### src/gtt_pkg.sv
`timescale 1ns / 1ps
`default_nettype none

package gtt_pkg;

  localparam int NUM_TIMERS_DEF  = 16;
  localparam int MS_PER_TICK_DEF = 1;
  localparam int MAX_RESULTS     = 16;

  // Stream payload widths
  localparam int IN_TDATA_W  = 112;
  localparam int IN_TUSER_W  = 4;
  localparam int OUT_TDATA_W = 8;

  // Remainder unit: steps per rounding (reciprocal multiply, back-multiply and
  // subtract, final correction)
  localparam int DIV_STEPS = 3;

  // Action codes; codes above ACT_HANDLE are no-ops with a status result
  localparam logic [3:0] ACT_SET_HANDLER  = 4'd0;
  localparam logic [3:0] ACT_ONESHOT_AFTR = 4'd1;
  localparam logic [3:0] ACT_PERIODIC     = 4'd2;
  localparam logic [3:0] ACT_ONESHOT_AT   = 4'd3;
  localparam logic [3:0] ACT_STOP         = 4'd4;
  localparam logic [3:0] ACT_STOP_GROUP   = 4'd5;
  localparam logic [3:0] ACT_STOP_CLEAR   = 4'd6;
  localparam logic [3:0] ACT_QUERY        = 4'd7;
  localparam logic [3:0] ACT_HANDLE       = 4'd8;

  typedef struct packed {
    logic [30:0] period;
    logic [31:0] expiry;
    logic [7:0]  group;
    logic        handler;
    logic        rpt;
    logic        active;
  } gtt_entry_t;

  localparam int ENTRY_W = $bits(gtt_entry_t);

endpackage

`default_nettype wire

### src/gtt_ram.sv
`timescale 1ns / 1ps
`default_nettype none

module gtt_ram #(
  parameter int WIDTH = 8,
  parameter int DEPTH = 16
) (
  input  wire logic                                     clk,
  input  wire logic                                     wr_en,
  input  wire logic [((DEPTH > 1) ? $clog2(DEPTH) : 1)-1:0] wr_addr,
  input  wire logic [WIDTH-1:0]                         wr_data,
  input  wire logic                                     rd_en,
  input  wire logic [((DEPTH > 1) ? $clog2(DEPTH) : 1)-1:0] rd_addr,
  output logic      [WIDTH-1:0]                         rd_data
);

  logic [WIDTH-1:0] mem [DEPTH];

  always_ff @(posedge clk) begin
    if (wr_en) begin
      mem[wr_addr] <= wr_data;
    end
    if (rd_en) begin
      rd_data <= mem[rd_addr];
    end
  end

endmodule

`default_nettype wire

### src/grouped_timer_table_core.sv
`timescale 1ns / 1ps
`default_nettype none

// Timer table with one request channel and one result channel.
// A request carries an action in in_tuser and its operands in in_tdata. Actions other
// than handle-group return exactly one status result (out_tuser low, out_tlast high,
// is_active set only for a query of an active timer). Handle-group scans the table
// from entry 0 up, rearms or stops every active, matching, due timer, and returns one
// fired result (out_tuser high) per handled timer with a handler, at most 16; the
// final one carries out_tlast. A scan that fires nothing returns no result.
// The table lives in one single-port-read synchronous RAM; each entry is read,
// modified and written back, one entry at a time, so requests are taken one by one.
// Single-entry action: RAM read, evaluate, write back, then the result moves to the
// output register; the reciprocal-multiply remainder unit runs between evaluate and
// write back when a delay must be rounded and MS_PER_TICK is not a power of two.
// Undefined action: status result straight to the output register. Group actions:
// RAM read, evaluate, write back per entry; remainder unit per rearm that needs it.
// Reset clears the per-entry valid bits at once: all flags and groups read as zero,
// and no clearing pass runs. A stalled receiver holds the scan before the next fired
// result, and holds in_tready low until the last result is in the output register.

module grouped_timer_table_core #(
  parameter int NUM_TIMERS  = gtt_pkg::NUM_TIMERS_DEF,
  parameter int MS_PER_TICK = gtt_pkg::MS_PER_TICK_DEF
) (
  input  wire logic                              clk,
  input  wire logic                              rst_n,
  input  wire logic                              in_tvalid,
  output logic                                   in_tready,
  // timer_id[3:0], duration_ms[34:4], target_time[66:35], group_mask[74:67],
  // handler_present[75], now_time[107:76], zero fill
  input  wire logic [gtt_pkg::IN_TDATA_W-1:0]    in_tdata,
  // action[3:0]
  input  wire logic [gtt_pkg::IN_TUSER_W-1:0]    in_tuser,
  output logic                                   out_tvalid,
  input  wire logic                              out_tready,
  // fired_id[3:0], is_active[4], zero fill
  output logic      [gtt_pkg::OUT_TDATA_W-1:0]   out_tdata,
  // fired_valid
  output logic                                   out_tuser,
  output logic                                   out_tlast
);

  import gtt_pkg::*;

  localparam int  IW        = (NUM_TIMERS > 1) ? $clog2(NUM_TIMERS) : 1;
  localparam int  RW        = $clog2(MS_PER_TICK) + 1;
  localparam int  FCW       = $clog2(MAX_RESULTS + 1);
  localparam int  DCW       = $clog2(DIV_STEPS);
  localparam bit  TICK_POW2 = (MS_PER_TICK & (MS_PER_TICK - 1)) == 0;
  // floor(2^32 / MS_PER_TICK); only used when the tick is not a power of two
  localparam logic [31:0] RECIP = 32'((64'd1 << 32) / 64'(MS_PER_TICK));

  typedef enum logic [5:0] {
    S_IDLE  = 6'b000001,
    S_RD    = 6'b000010,
    S_EV    = 6'b000100,
    S_DIV   = 6'b001000,
    S_WR    = 6'b010000,
    S_FLUSH = 6'b100000
  } state_t;

  state_t state_r, state_nxt;

  // Request fields
  logic [3:0]  act_r,  act_nxt;
  logic [30:0] dur_r,  dur_nxt;
  logic [31:0] tgt_r,  tgt_nxt;
  logic [7:0]  mask_r, mask_nxt;
  logic        hp_r,   hp_nxt;
  logic [31:0] now_r,  now_nxt;
  logic        scan_r, scan_nxt;

  logic [IW-1:0]         idx_r, idx_nxt;
  logic [NUM_TIMERS-1:0] vld_r, vld_nxt;
  logic                  ent_vld_r, ent_vld_nxt;
  logic [FCW-1:0]        fcnt_r, fcnt_nxt;

  // Remainder unit
  logic [31:0]    ms_r, ms_nxt;
  logic [31:0]    quo_r, quo_nxt;
  logic [31:0]    est_r, est_nxt;
  logic [RW-1:0]  rem_r, rem_nxt;
  logic [DCW-1:0] dcnt_r, dcnt_nxt;
  logic [63:0]    prod;
  logic [31:0]    est_step;
  logic [RW-1:0]  rem_step;

  // Result waiting for its last flag
  logic       pend_v_r, pend_v_nxt;
  logic       pend_fv_r, pend_fv_nxt;
  logic [3:0] pend_id_r, pend_id_nxt;
  logic       pend_act_r, pend_act_nxt;

  // Output register
  logic       out_v_r, out_v_nxt;
  logic       out_fv_r, out_fv_nxt;
  logic [3:0] out_id_r, out_id_nxt;
  logic       out_act_r, out_act_nxt;
  logic       out_last_r, out_last_nxt;

  // RAM
  logic [ENTRY_W-1:0] ram_rdata;
  logic               ram_we;
  logic               ram_re;
  gtt_entry_t         ent;
  gtt_entry_t         new_ent;

  // Input decode
  logic [3:0]  in_action;
  logic [3:0]  in_timer_id;
  logic [30:0] in_duration_ms;
  logic [31:0] in_target_time;
  logic [7:0]  in_group_mask;
  logic        in_handler_present;
  logic [31:0] in_now_time;
  logic        in_ok;
  logic        in_scan;

  logic [31:0]   diff;
  logic          match;
  logic          hit;
  logic          need_rnd;
  logic [RW-1:0] rem_use;
  logic [31:0]   rnd;
  logic          wr_en;
  logic          fire;
  logic          slot_free;
  logic          stall;

  assign in_action          = in_tuser[3:0];
  assign in_timer_id        = in_tdata[3:0];
  assign in_duration_ms     = in_tdata[34:4];
  assign in_target_time     = in_tdata[66:35];
  assign in_group_mask      = in_tdata[74:67];
  assign in_handler_present = in_tdata[75];
  assign in_now_time        = in_tdata[107:76];
  assign in_ok   = 32'(in_timer_id) < 32'(NUM_TIMERS);
  assign in_scan = (in_action == ACT_STOP_GROUP) || (in_action == ACT_STOP_CLEAR) ||
                   (in_action == ACT_HANDLE);

  assign in_tready  = state_r == S_IDLE;
  assign out_tvalid = out_v_r;
  assign out_tuser  = out_fv_r;
  assign out_tlast  = out_last_r;
  assign out_tdata  = {3'b000, out_act_r, out_id_r};

  assign slot_free = !out_v_r || out_tready;

  // Entry under work; an entry never written reads as all zero
  assign ent      = ent_vld_r ? gtt_entry_t'(ram_rdata) : gtt_entry_t'('0);
  assign diff     = now_r - ent.expiry;
  assign match    = |(ent.group & mask_r);
  assign hit      = (act_r == ACT_HANDLE) && ent.active && !diff[31] && match;
  assign need_rnd = (act_r == ACT_ONESHOT_AFTR) || (act_r == ACT_PERIODIC) ||
                    (hit && ent.rpt);

  assign rem_use = TICK_POW2 ? (ms_r[RW-1:0] & RW'(MS_PER_TICK - 1)) : rem_r;
  assign rnd     = ms_r + ((rem_use != '0) ? (32'(MS_PER_TICK) - 32'(rem_use)) : 32'd0);
  assign fire    = hit && ent.handler && (fcnt_r < FCW'(MAX_RESULTS));
  assign stall   = fire && pend_v_r && !slot_free;

  // Remainder pipeline: the quotient estimate is low by at most one, so the
  // estimated remainder lies below twice the tick and one subtract corrects it
  assign prod     = {32'd0, ms_r} * {32'd0, RECIP};
  assign est_step = ms_r - 32'(quo_r * 32'(MS_PER_TICK));
  assign rem_step = (est_r >= 32'(MS_PER_TICK)) ? RW'(est_r - 32'(MS_PER_TICK)) :
                                                  RW'(est_r);

  // Modified entry
  always_comb begin
    new_ent = ent;
    wr_en   = 1'b0;
    case (act_r)
      ACT_SET_HANDLER: begin
        new_ent.handler = hp_r;
        new_ent.group   = mask_r;
        wr_en           = 1'b1;
      end
      ACT_ONESHOT_AFTR: begin
        new_ent.expiry = now_r + rnd;
        new_ent.rpt    = 1'b0;
        new_ent.active = 1'b1;
        wr_en          = 1'b1;
      end
      ACT_PERIODIC: begin
        new_ent.expiry = now_r + rnd;
        new_ent.period = dur_r;
        new_ent.rpt    = 1'b1;
        new_ent.active = 1'b1;
        wr_en          = 1'b1;
      end
      ACT_ONESHOT_AT: begin
        new_ent.expiry = tgt_r;
        new_ent.rpt    = 1'b0;
        new_ent.active = 1'b1;
        wr_en          = 1'b1;
      end
      ACT_STOP: begin
        new_ent.rpt    = 1'b0;
        new_ent.active = 1'b0;
        wr_en          = 1'b1;
      end
      ACT_STOP_GROUP, ACT_STOP_CLEAR: begin
        new_ent.rpt    = 1'b0;
        new_ent.active = 1'b0;
        if (act_r == ACT_STOP_CLEAR) begin
          new_ent.handler = 1'b0;
        end
        wr_en = match;
      end
      ACT_HANDLE: begin
        if (ent.rpt) begin
          new_ent.expiry = now_r + rnd;
        end else begin
          new_ent.active = 1'b0;
        end
        wr_en = hit;
      end
      default: begin
        wr_en = 1'b0;
      end
    endcase
  end

  assign ram_re = state_r == S_RD;
  assign ram_we = (state_r == S_WR) && !stall && wr_en;

  // Read and write never overlap on one entry: the write back of an entry lands
  // before the next read is issued.
  gtt_ram #(
    .WIDTH (ENTRY_W),
    .DEPTH (NUM_TIMERS)
  ) u_ram (
    .clk     (clk),
    .wr_en   (ram_we),
    .wr_addr (idx_r),
    .wr_data (new_ent),
    .rd_en   (ram_re),
    .rd_addr (idx_r),
    .rd_data (ram_rdata)
  );

  always_comb begin
    state_nxt    = state_r;
    act_nxt      = act_r;
    dur_nxt      = dur_r;
    tgt_nxt      = tgt_r;
    mask_nxt     = mask_r;
    hp_nxt       = hp_r;
    now_nxt      = now_r;
    scan_nxt     = scan_r;
    idx_nxt      = idx_r;
    vld_nxt      = vld_r;
    ent_vld_nxt  = ent_vld_r;
    fcnt_nxt     = fcnt_r;
    ms_nxt       = ms_r;
    quo_nxt      = quo_r;
    est_nxt      = est_r;
    rem_nxt      = rem_r;
    dcnt_nxt     = dcnt_r;
    pend_v_nxt   = pend_v_r;
    pend_fv_nxt  = pend_fv_r;
    pend_id_nxt  = pend_id_r;
    pend_act_nxt = pend_act_r;
    out_v_nxt    = out_v_r && !out_tready;
    out_fv_nxt   = out_fv_r;
    out_id_nxt   = out_id_r;
    out_act_nxt  = out_act_r;
    out_last_nxt = out_last_r;

    case (state_r)
      S_IDLE: begin
        if (in_tvalid) begin
          act_nxt  = in_action;
          dur_nxt  = in_duration_ms;
          tgt_nxt  = in_target_time;
          mask_nxt = in_group_mask;
          hp_nxt   = in_handler_present;
          now_nxt  = in_now_time;
          scan_nxt = in_scan;
          fcnt_nxt = '0;
          idx_nxt  = in_scan ? '0 : IW'(in_timer_id);
          if (in_scan || (in_ok && (in_action <= ACT_QUERY))) begin
            // Group stops report one status result once the scan is over
            pend_v_nxt   = in_action != ACT_HANDLE;
            pend_fv_nxt  = 1'b0;
            pend_id_nxt  = 4'd0;
            pend_act_nxt = 1'b0;
            state_nxt    = S_RD;
          end else begin
            // Nothing to touch: report status only
            pend_v_nxt   = 1'b1;
            pend_fv_nxt  = 1'b0;
            pend_id_nxt  = 4'd0;
            pend_act_nxt = 1'b0;
            state_nxt    = S_FLUSH;
          end
        end
      end
      S_RD: begin
        ent_vld_nxt = vld_r[idx_r];
        state_nxt   = S_EV;
      end
      S_EV: begin
        ms_nxt   = (act_r == ACT_HANDLE) ? {1'b0, ent.period} : {1'b0, dur_r};
        rem_nxt  = '0;
        dcnt_nxt = '0;
        state_nxt = (need_rnd && !TICK_POW2) ? S_DIV : S_WR;
      end
      S_DIV: begin
        quo_nxt  = prod[63:32];
        est_nxt  = est_step;
        rem_nxt  = rem_step;
        dcnt_nxt = dcnt_r + 1'b1;
        if (dcnt_r == DCW'(DIV_STEPS - 1)) begin
          state_nxt = S_WR;
        end
      end
      S_WR: begin
        if (!stall) begin
          if (ram_we) begin
            vld_nxt[idx_r] = 1'b1;
          end
          if (!scan_r) begin
            pend_v_nxt   = 1'b1;
            pend_fv_nxt  = 1'b0;
            pend_id_nxt  = 4'd0;
            pend_act_nxt = (act_r == ACT_QUERY) && ent.active;
            state_nxt    = S_FLUSH;
          end else begin
            if (fire) begin
              // Release the previous fired result; it is not the last one
              if (pend_v_r) begin
                out_v_nxt    = 1'b1;
                out_fv_nxt   = pend_fv_r;
                out_id_nxt   = pend_id_r;
                out_act_nxt  = pend_act_r;
                out_last_nxt = 1'b0;
              end
              pend_v_nxt   = 1'b1;
              pend_fv_nxt  = 1'b1;
              pend_id_nxt  = 4'(idx_r);
              pend_act_nxt = 1'b0;
              fcnt_nxt     = fcnt_r + 1'b1;
            end
            if (idx_r == IW'(NUM_TIMERS - 1)) begin
              state_nxt = S_FLUSH;
            end else begin
              idx_nxt   = idx_r + 1'b1;
              state_nxt = S_RD;
            end
          end
        end
      end
      S_FLUSH: begin
        if (!pend_v_r) begin
          state_nxt = S_IDLE;
        end else if (slot_free) begin
          out_v_nxt    = 1'b1;
          out_fv_nxt   = pend_fv_r;
          out_id_nxt   = pend_id_r;
          out_act_nxt  = pend_act_r;
          out_last_nxt = 1'b1;
          pend_v_nxt   = 1'b0;
          state_nxt    = S_IDLE;
        end
      end
      default: begin
        state_nxt = S_IDLE;
      end
    endcase
  end

  always_ff @(posedge clk) begin
    if (!rst_n) begin
      state_r  <= S_IDLE;
      vld_r    <= '0;
      pend_v_r <= 1'b0;
      out_v_r  <= 1'b0;
    end else begin
      state_r  <= state_nxt;
      vld_r    <= vld_nxt;
      pend_v_r <= pend_v_nxt;
      out_v_r  <= out_v_nxt;
    end
  end

  always_ff @(posedge clk) begin
    act_r      <= act_nxt;
    dur_r      <= dur_nxt;
    tgt_r      <= tgt_nxt;
    mask_r     <= mask_nxt;
    hp_r       <= hp_nxt;
    now_r      <= now_nxt;
    scan_r     <= scan_nxt;
    idx_r      <= idx_nxt;
    ent_vld_r  <= ent_vld_nxt;
    fcnt_r     <= fcnt_nxt;
    ms_r       <= ms_nxt;
    quo_r      <= quo_nxt;
    est_r      <= est_nxt;
    rem_r      <= rem_nxt;
    dcnt_r     <= dcnt_nxt;
    pend_fv_r  <= pend_fv_nxt;
    pend_id_r  <= pend_id_nxt;
    pend_act_r <= pend_act_nxt;
    out_fv_r   <= out_fv_nxt;
    out_id_r   <= out_id_nxt;
    out_act_r  <= out_act_nxt;
    out_last_r <= out_last_nxt;
  end

endmodule

`default_nettype wire

### config.mk
export PLATFORM = sky130hd
export DESIGN_NAME = grouped_timer_table_core
export DESIGN_NICKNAME = d
export VERILOG_FILES = /design/src/gtt_pkg.sv /design/src/gtt_ram.sv /design/src/grouped_timer_table_core.sv
export SDC_FILE = /design/constraint.sdc
export NUM_CORES = 2
export LEC_CHECK = 0
export BUFFER_PORTS_ARGS = -buffer_cell sky130_fd_sc_hd__buf_2
export CORE_UTILIZATION = 62
export CTS_CLUSTER_SIZE = 16
export DETAILED_ROUTE_END_ITERATION = 6
export GPL_ROUTABILITY_DRIVEN = 0
export HOLD_SLACK_MARGIN = 0.06
export PLACE_DENSITY = 0.79
export SYNTH_ARGS = -nofsm -noshare
export SYNTH_HDL_FRONTEND = slang
export SYNTH_SLANG_ARGS = --single-unit
### constraint.sdc
create_clock -name clk -period 13.55 [get_ports clk]
set_input_delay 1.355 -clock clk [delete_from_list [all_inputs] [get_ports clk]]
set_output_delay 1.355 -clock clk [all_outputs]
set_load 0.03 [all_outputs]
==> metrics.yaml <==
dieArea_mm2: 0.0939
timing.reg2reg.setup_slack_ns: 6.66
rsz0062_at_grt: "no"
clkSinkCount: 1444
ctsHoldBuffers: 0
routed-wl-met3_mm: 16.6
critPathMaxFanout: 58
place_area_mm2: 0.0598
n_fill_cell: 5290
final-seq-area_mm2: 0.0431
report.final.hold_viol_count: 0
first_pass_iters: 7
finalWirelength_mm: 141
top_layer: "met5"
grt_usage_pct: 30.7
critPathKind: "reg -> reg"
grt_pass1_vias: 30300
final_nets: 3197
power_density_mw_per_mm2: 162
cp_slowest_cell: "buf_4"
fp.dieW_um: 306
viasPerCell: 6.91
start_util_pct: 62.6
clock_path_buffers: 3
synth_most_common_cell: "edfxtp_1"
design_area_mm2: 0.0644
dp_worst_setup_slack_ns: 6.76
via_count: 30100
drt_iter0_markers: 4584
worst_slew_pin_slew_ns: 1.36
path_cells: "buf_4 > buf_4 > nand2_1 > ha_1 > nand4_1 > nor4_2 > o2111ai_1 > a31oi_2 > nor2_4 > xnor2_4 > o21ai_4 > buf_4 > nor4_2 > buf_4 > buf_4"
ant_nets: 0
period_minus_slack_ns: 6.89
critPathLaunchType: "register"
required_ns: 13.91
die_y_um: 306
cts_root_buf: "clkbuf_16"
reg2reg_depth: 15
io_buffers: 124
netlist.area_leader.share_pct: 74.3
clock_skew_ns: 0.0247
drc: 1
hold_path_depth: 0
yosys_register_bits: 1444
crit_path_end_kind: "register"
wl_met1_mm: 52.3
routedWlPerCell_um: 32.4
hp-start: "pend_fv_r$_SDFFCE_PN0P_"
hpwl_mm: 74.9
multi_input_area_mm2: 0.0138
netlist_area_mm2: 0.0575
critPathMaxStageDelay_ns: 0.91
grt_max_degree: 157
yosysUniqueCellTypes: 81
worstReg2RegEnd: "u_ram.mem[4][44]$_DFFE_PP_"
setup_viol: 0
synth_area_leaders: "edfxtp_1, mux4_2, ha_1"
ys_top_cells_by_count: "edfxtp_1, mux4_2, nand2_1"
grt_pass1_wl_mm: 204
htree_levels: 4
avgSynthCellArea_um2: 20.5
total_power_mw: 10.4
drive_gt1_share_pct: 27.3
layout_setup_ws_ns: 6.66
synth_edf_count: 1421
met2_length_mm: 67.5
yosys_warnings: 0
num_rows: 111
status: "finished with violations"
max_cap_violations: 0
syn_inst: 2805
synth-seq-area-share_pct: 75.1
cts_resized: 0
pin_count: 132
crit_arrival_ns: 7.24
numCtsBuffers: 140
hold_end: "out_tuser$_DFFE_PP_"
yosysTopAreaCell: "edfxtp_1"
violations: "DRC"
ys.flop_type: "edfxtp_1"
p_leak_nw: 20.8
clkTransAtPathRegs_ns: 0.06
antenna_found_initial: 2
overflow: 0
area_growth_pct: 12.1
max_freq_ghz: 0.145
ys_async_sr_fraction_pct: 0
post_cts_buffers: 0
cts_tree: "built"
min_path_type: "reg -> reg"
core_mm2: 0.0918
peakVddDrop_mv: 0.126
clock_latency_ns: 0.75
timing.slew.headroom_pct: 9.01
r2r-start: "ent_vld_r$_DFFE_PP_"
period_share_pct: 50.8
cp_common_cell: "buf_4"
slew_violations: 0
tns_ns: 0
==> metrics by stage <==
step / hold slack [ns] / cells / utilization [%]
2_1_floorplan: 0.400 / 2807 / -
3_3_place_gp: 0.403 / 4108 / 65.2
3_5_place_dp: 0.413 / 4108 / 65.2
4_1_cts: 0.427 / 4361 / 70.1
5_1_grt: 0.430 / 4364 / 70.2
6_report: 0.425 / 4365 / 70.2
==> layout make-up <==
cell class / instances / area share, %
diodes: 1 / 0.00388
clock buffers: 171 / 5.83
clock inverters: 82 / 1.26
inverters: 17 / 0.0991
multi-input cells: 1192 / 21.3
flip-flops and latches: 1444 / 67.0
well taps: 1243 / 2.41
repair buffers: 215 / 2.08
==> worst max path at each step <==
| stage | start | endpoint | slack [ns] | cells after the start |
|---|---|---|---|---|
| 6_report | ent_vld_r$_DFFE_PP_ | u_ram.mem[4][44]$_DFFE_PP_ | 6.66 | 15 |
| 5_1_grt | ent_vld_r$_DFFE_PP_ | u_ram.mem[4][44]$_DFFE_PP_ | 6.54 | 15 |
| 4_1_cts | ent_vld_r$_DFFE_PP_ | u_ram.mem[4][51]$_DFFE_PP_ | 6.74 | 15 |
| 3_5_place_dp | ent_vld_r$_DFFE_PP_ | u_ram.mem[4][51]$_DFFE_PP_ | 6.76 | 15 |
| 3_3_place_gp | ent_vld_r$_DFFE_PP_ | u_ram.mem[4][51]$_DFFE_PP_ | 6.89 | 15 |
| 2_1_floorplan | ent_vld_r$_DFFE_PP_ | u_ram.mem[13][0]$_DFFE_PP_ | 2.64 | 15 |
==> critical path: cells and delay by family (launching register included) <==
kind,cells,cell delay (ns)
buffers and inverters,5,3.13
and+or+nand+nor,5,1.68
AOI/OAI and AO/OA,3,0.65
adders and majority gates,1,0.35
DFF,1,0.33
xor gates and xnor gates,1,0.25
==> cell usage in the layout, fill, tap and decap left out, types with 5 or more instances in the layout <==
cell           n
edfxtp_1    1421
mux4_2       375
nand2_1      219
clkbuf_16    146
buf_2        124
o21ai_0       97
buf_4         88
ha_1          66
a21oi_1       65
nor2_1        44
o21ai_1       39
clkinv_1      26
a32oi_1       24
clkbuf_1      24
dfxtp_1       23
clkinv_2      22
nand3_1       21
xnor2_1       21
inv_1         17
xor2_1        16
a21o_1        16
nor4_2        16
o41ai_2       14
and2_1        11
bufinv_16     11
nor3_1        10
nand4_1        9
a31oi_1        8
a211oi_1       7
o22ai_1        7
a22oi_1        7
clkinv_4       7
and3_1         6
o21a_1         6
o21bai_1       6
clkinvlp_4     6
nand2b_1       5
==> cell families after synthesis <==
kind of cell	Yosys count	share of synthesized area, %
other cells	1	0.00653
fa+ha+maj	67	1.47
xor+xnor	38	0.612
buf+inv	171	1.25
compound gates	335	3.95
simple gates	373	2.95
flops	1444	75.1
mux	376	14.7
==> state kept, by name, indices dropped and copies added (netlist names), 4 cells and up <==
name,count
pend_id_r,4
out_id_r,4
idx_r,4
dur_r,31
mask_r,8
act_r,4
state_r,5
vld_r,16
tgt_r,32
now_r,32
u_ram.mem,1184
ms_r,31
u_ram.rd_data,74
fcnt_r,5
==> per-layer routing <==
layer | global-route usage, % | vias up
li1 | - | 12100
met1 | 43.0 | 15600
met2 | 48.0 | 2122
met3 | 7.07 | 368
met4 | 11.3 | 2
met5 | 0 | -
==> power breakdown <==
part | internal [mW] | leakage, nW | switching, mW
sequential | 5.11 | 13.1 | 0.0822
combinational | 0.610 | 5.47 | 0.754
clock | 2.20 | 2.22 | 1.66
Note: power is estimated with default switching activity, not from simulation.
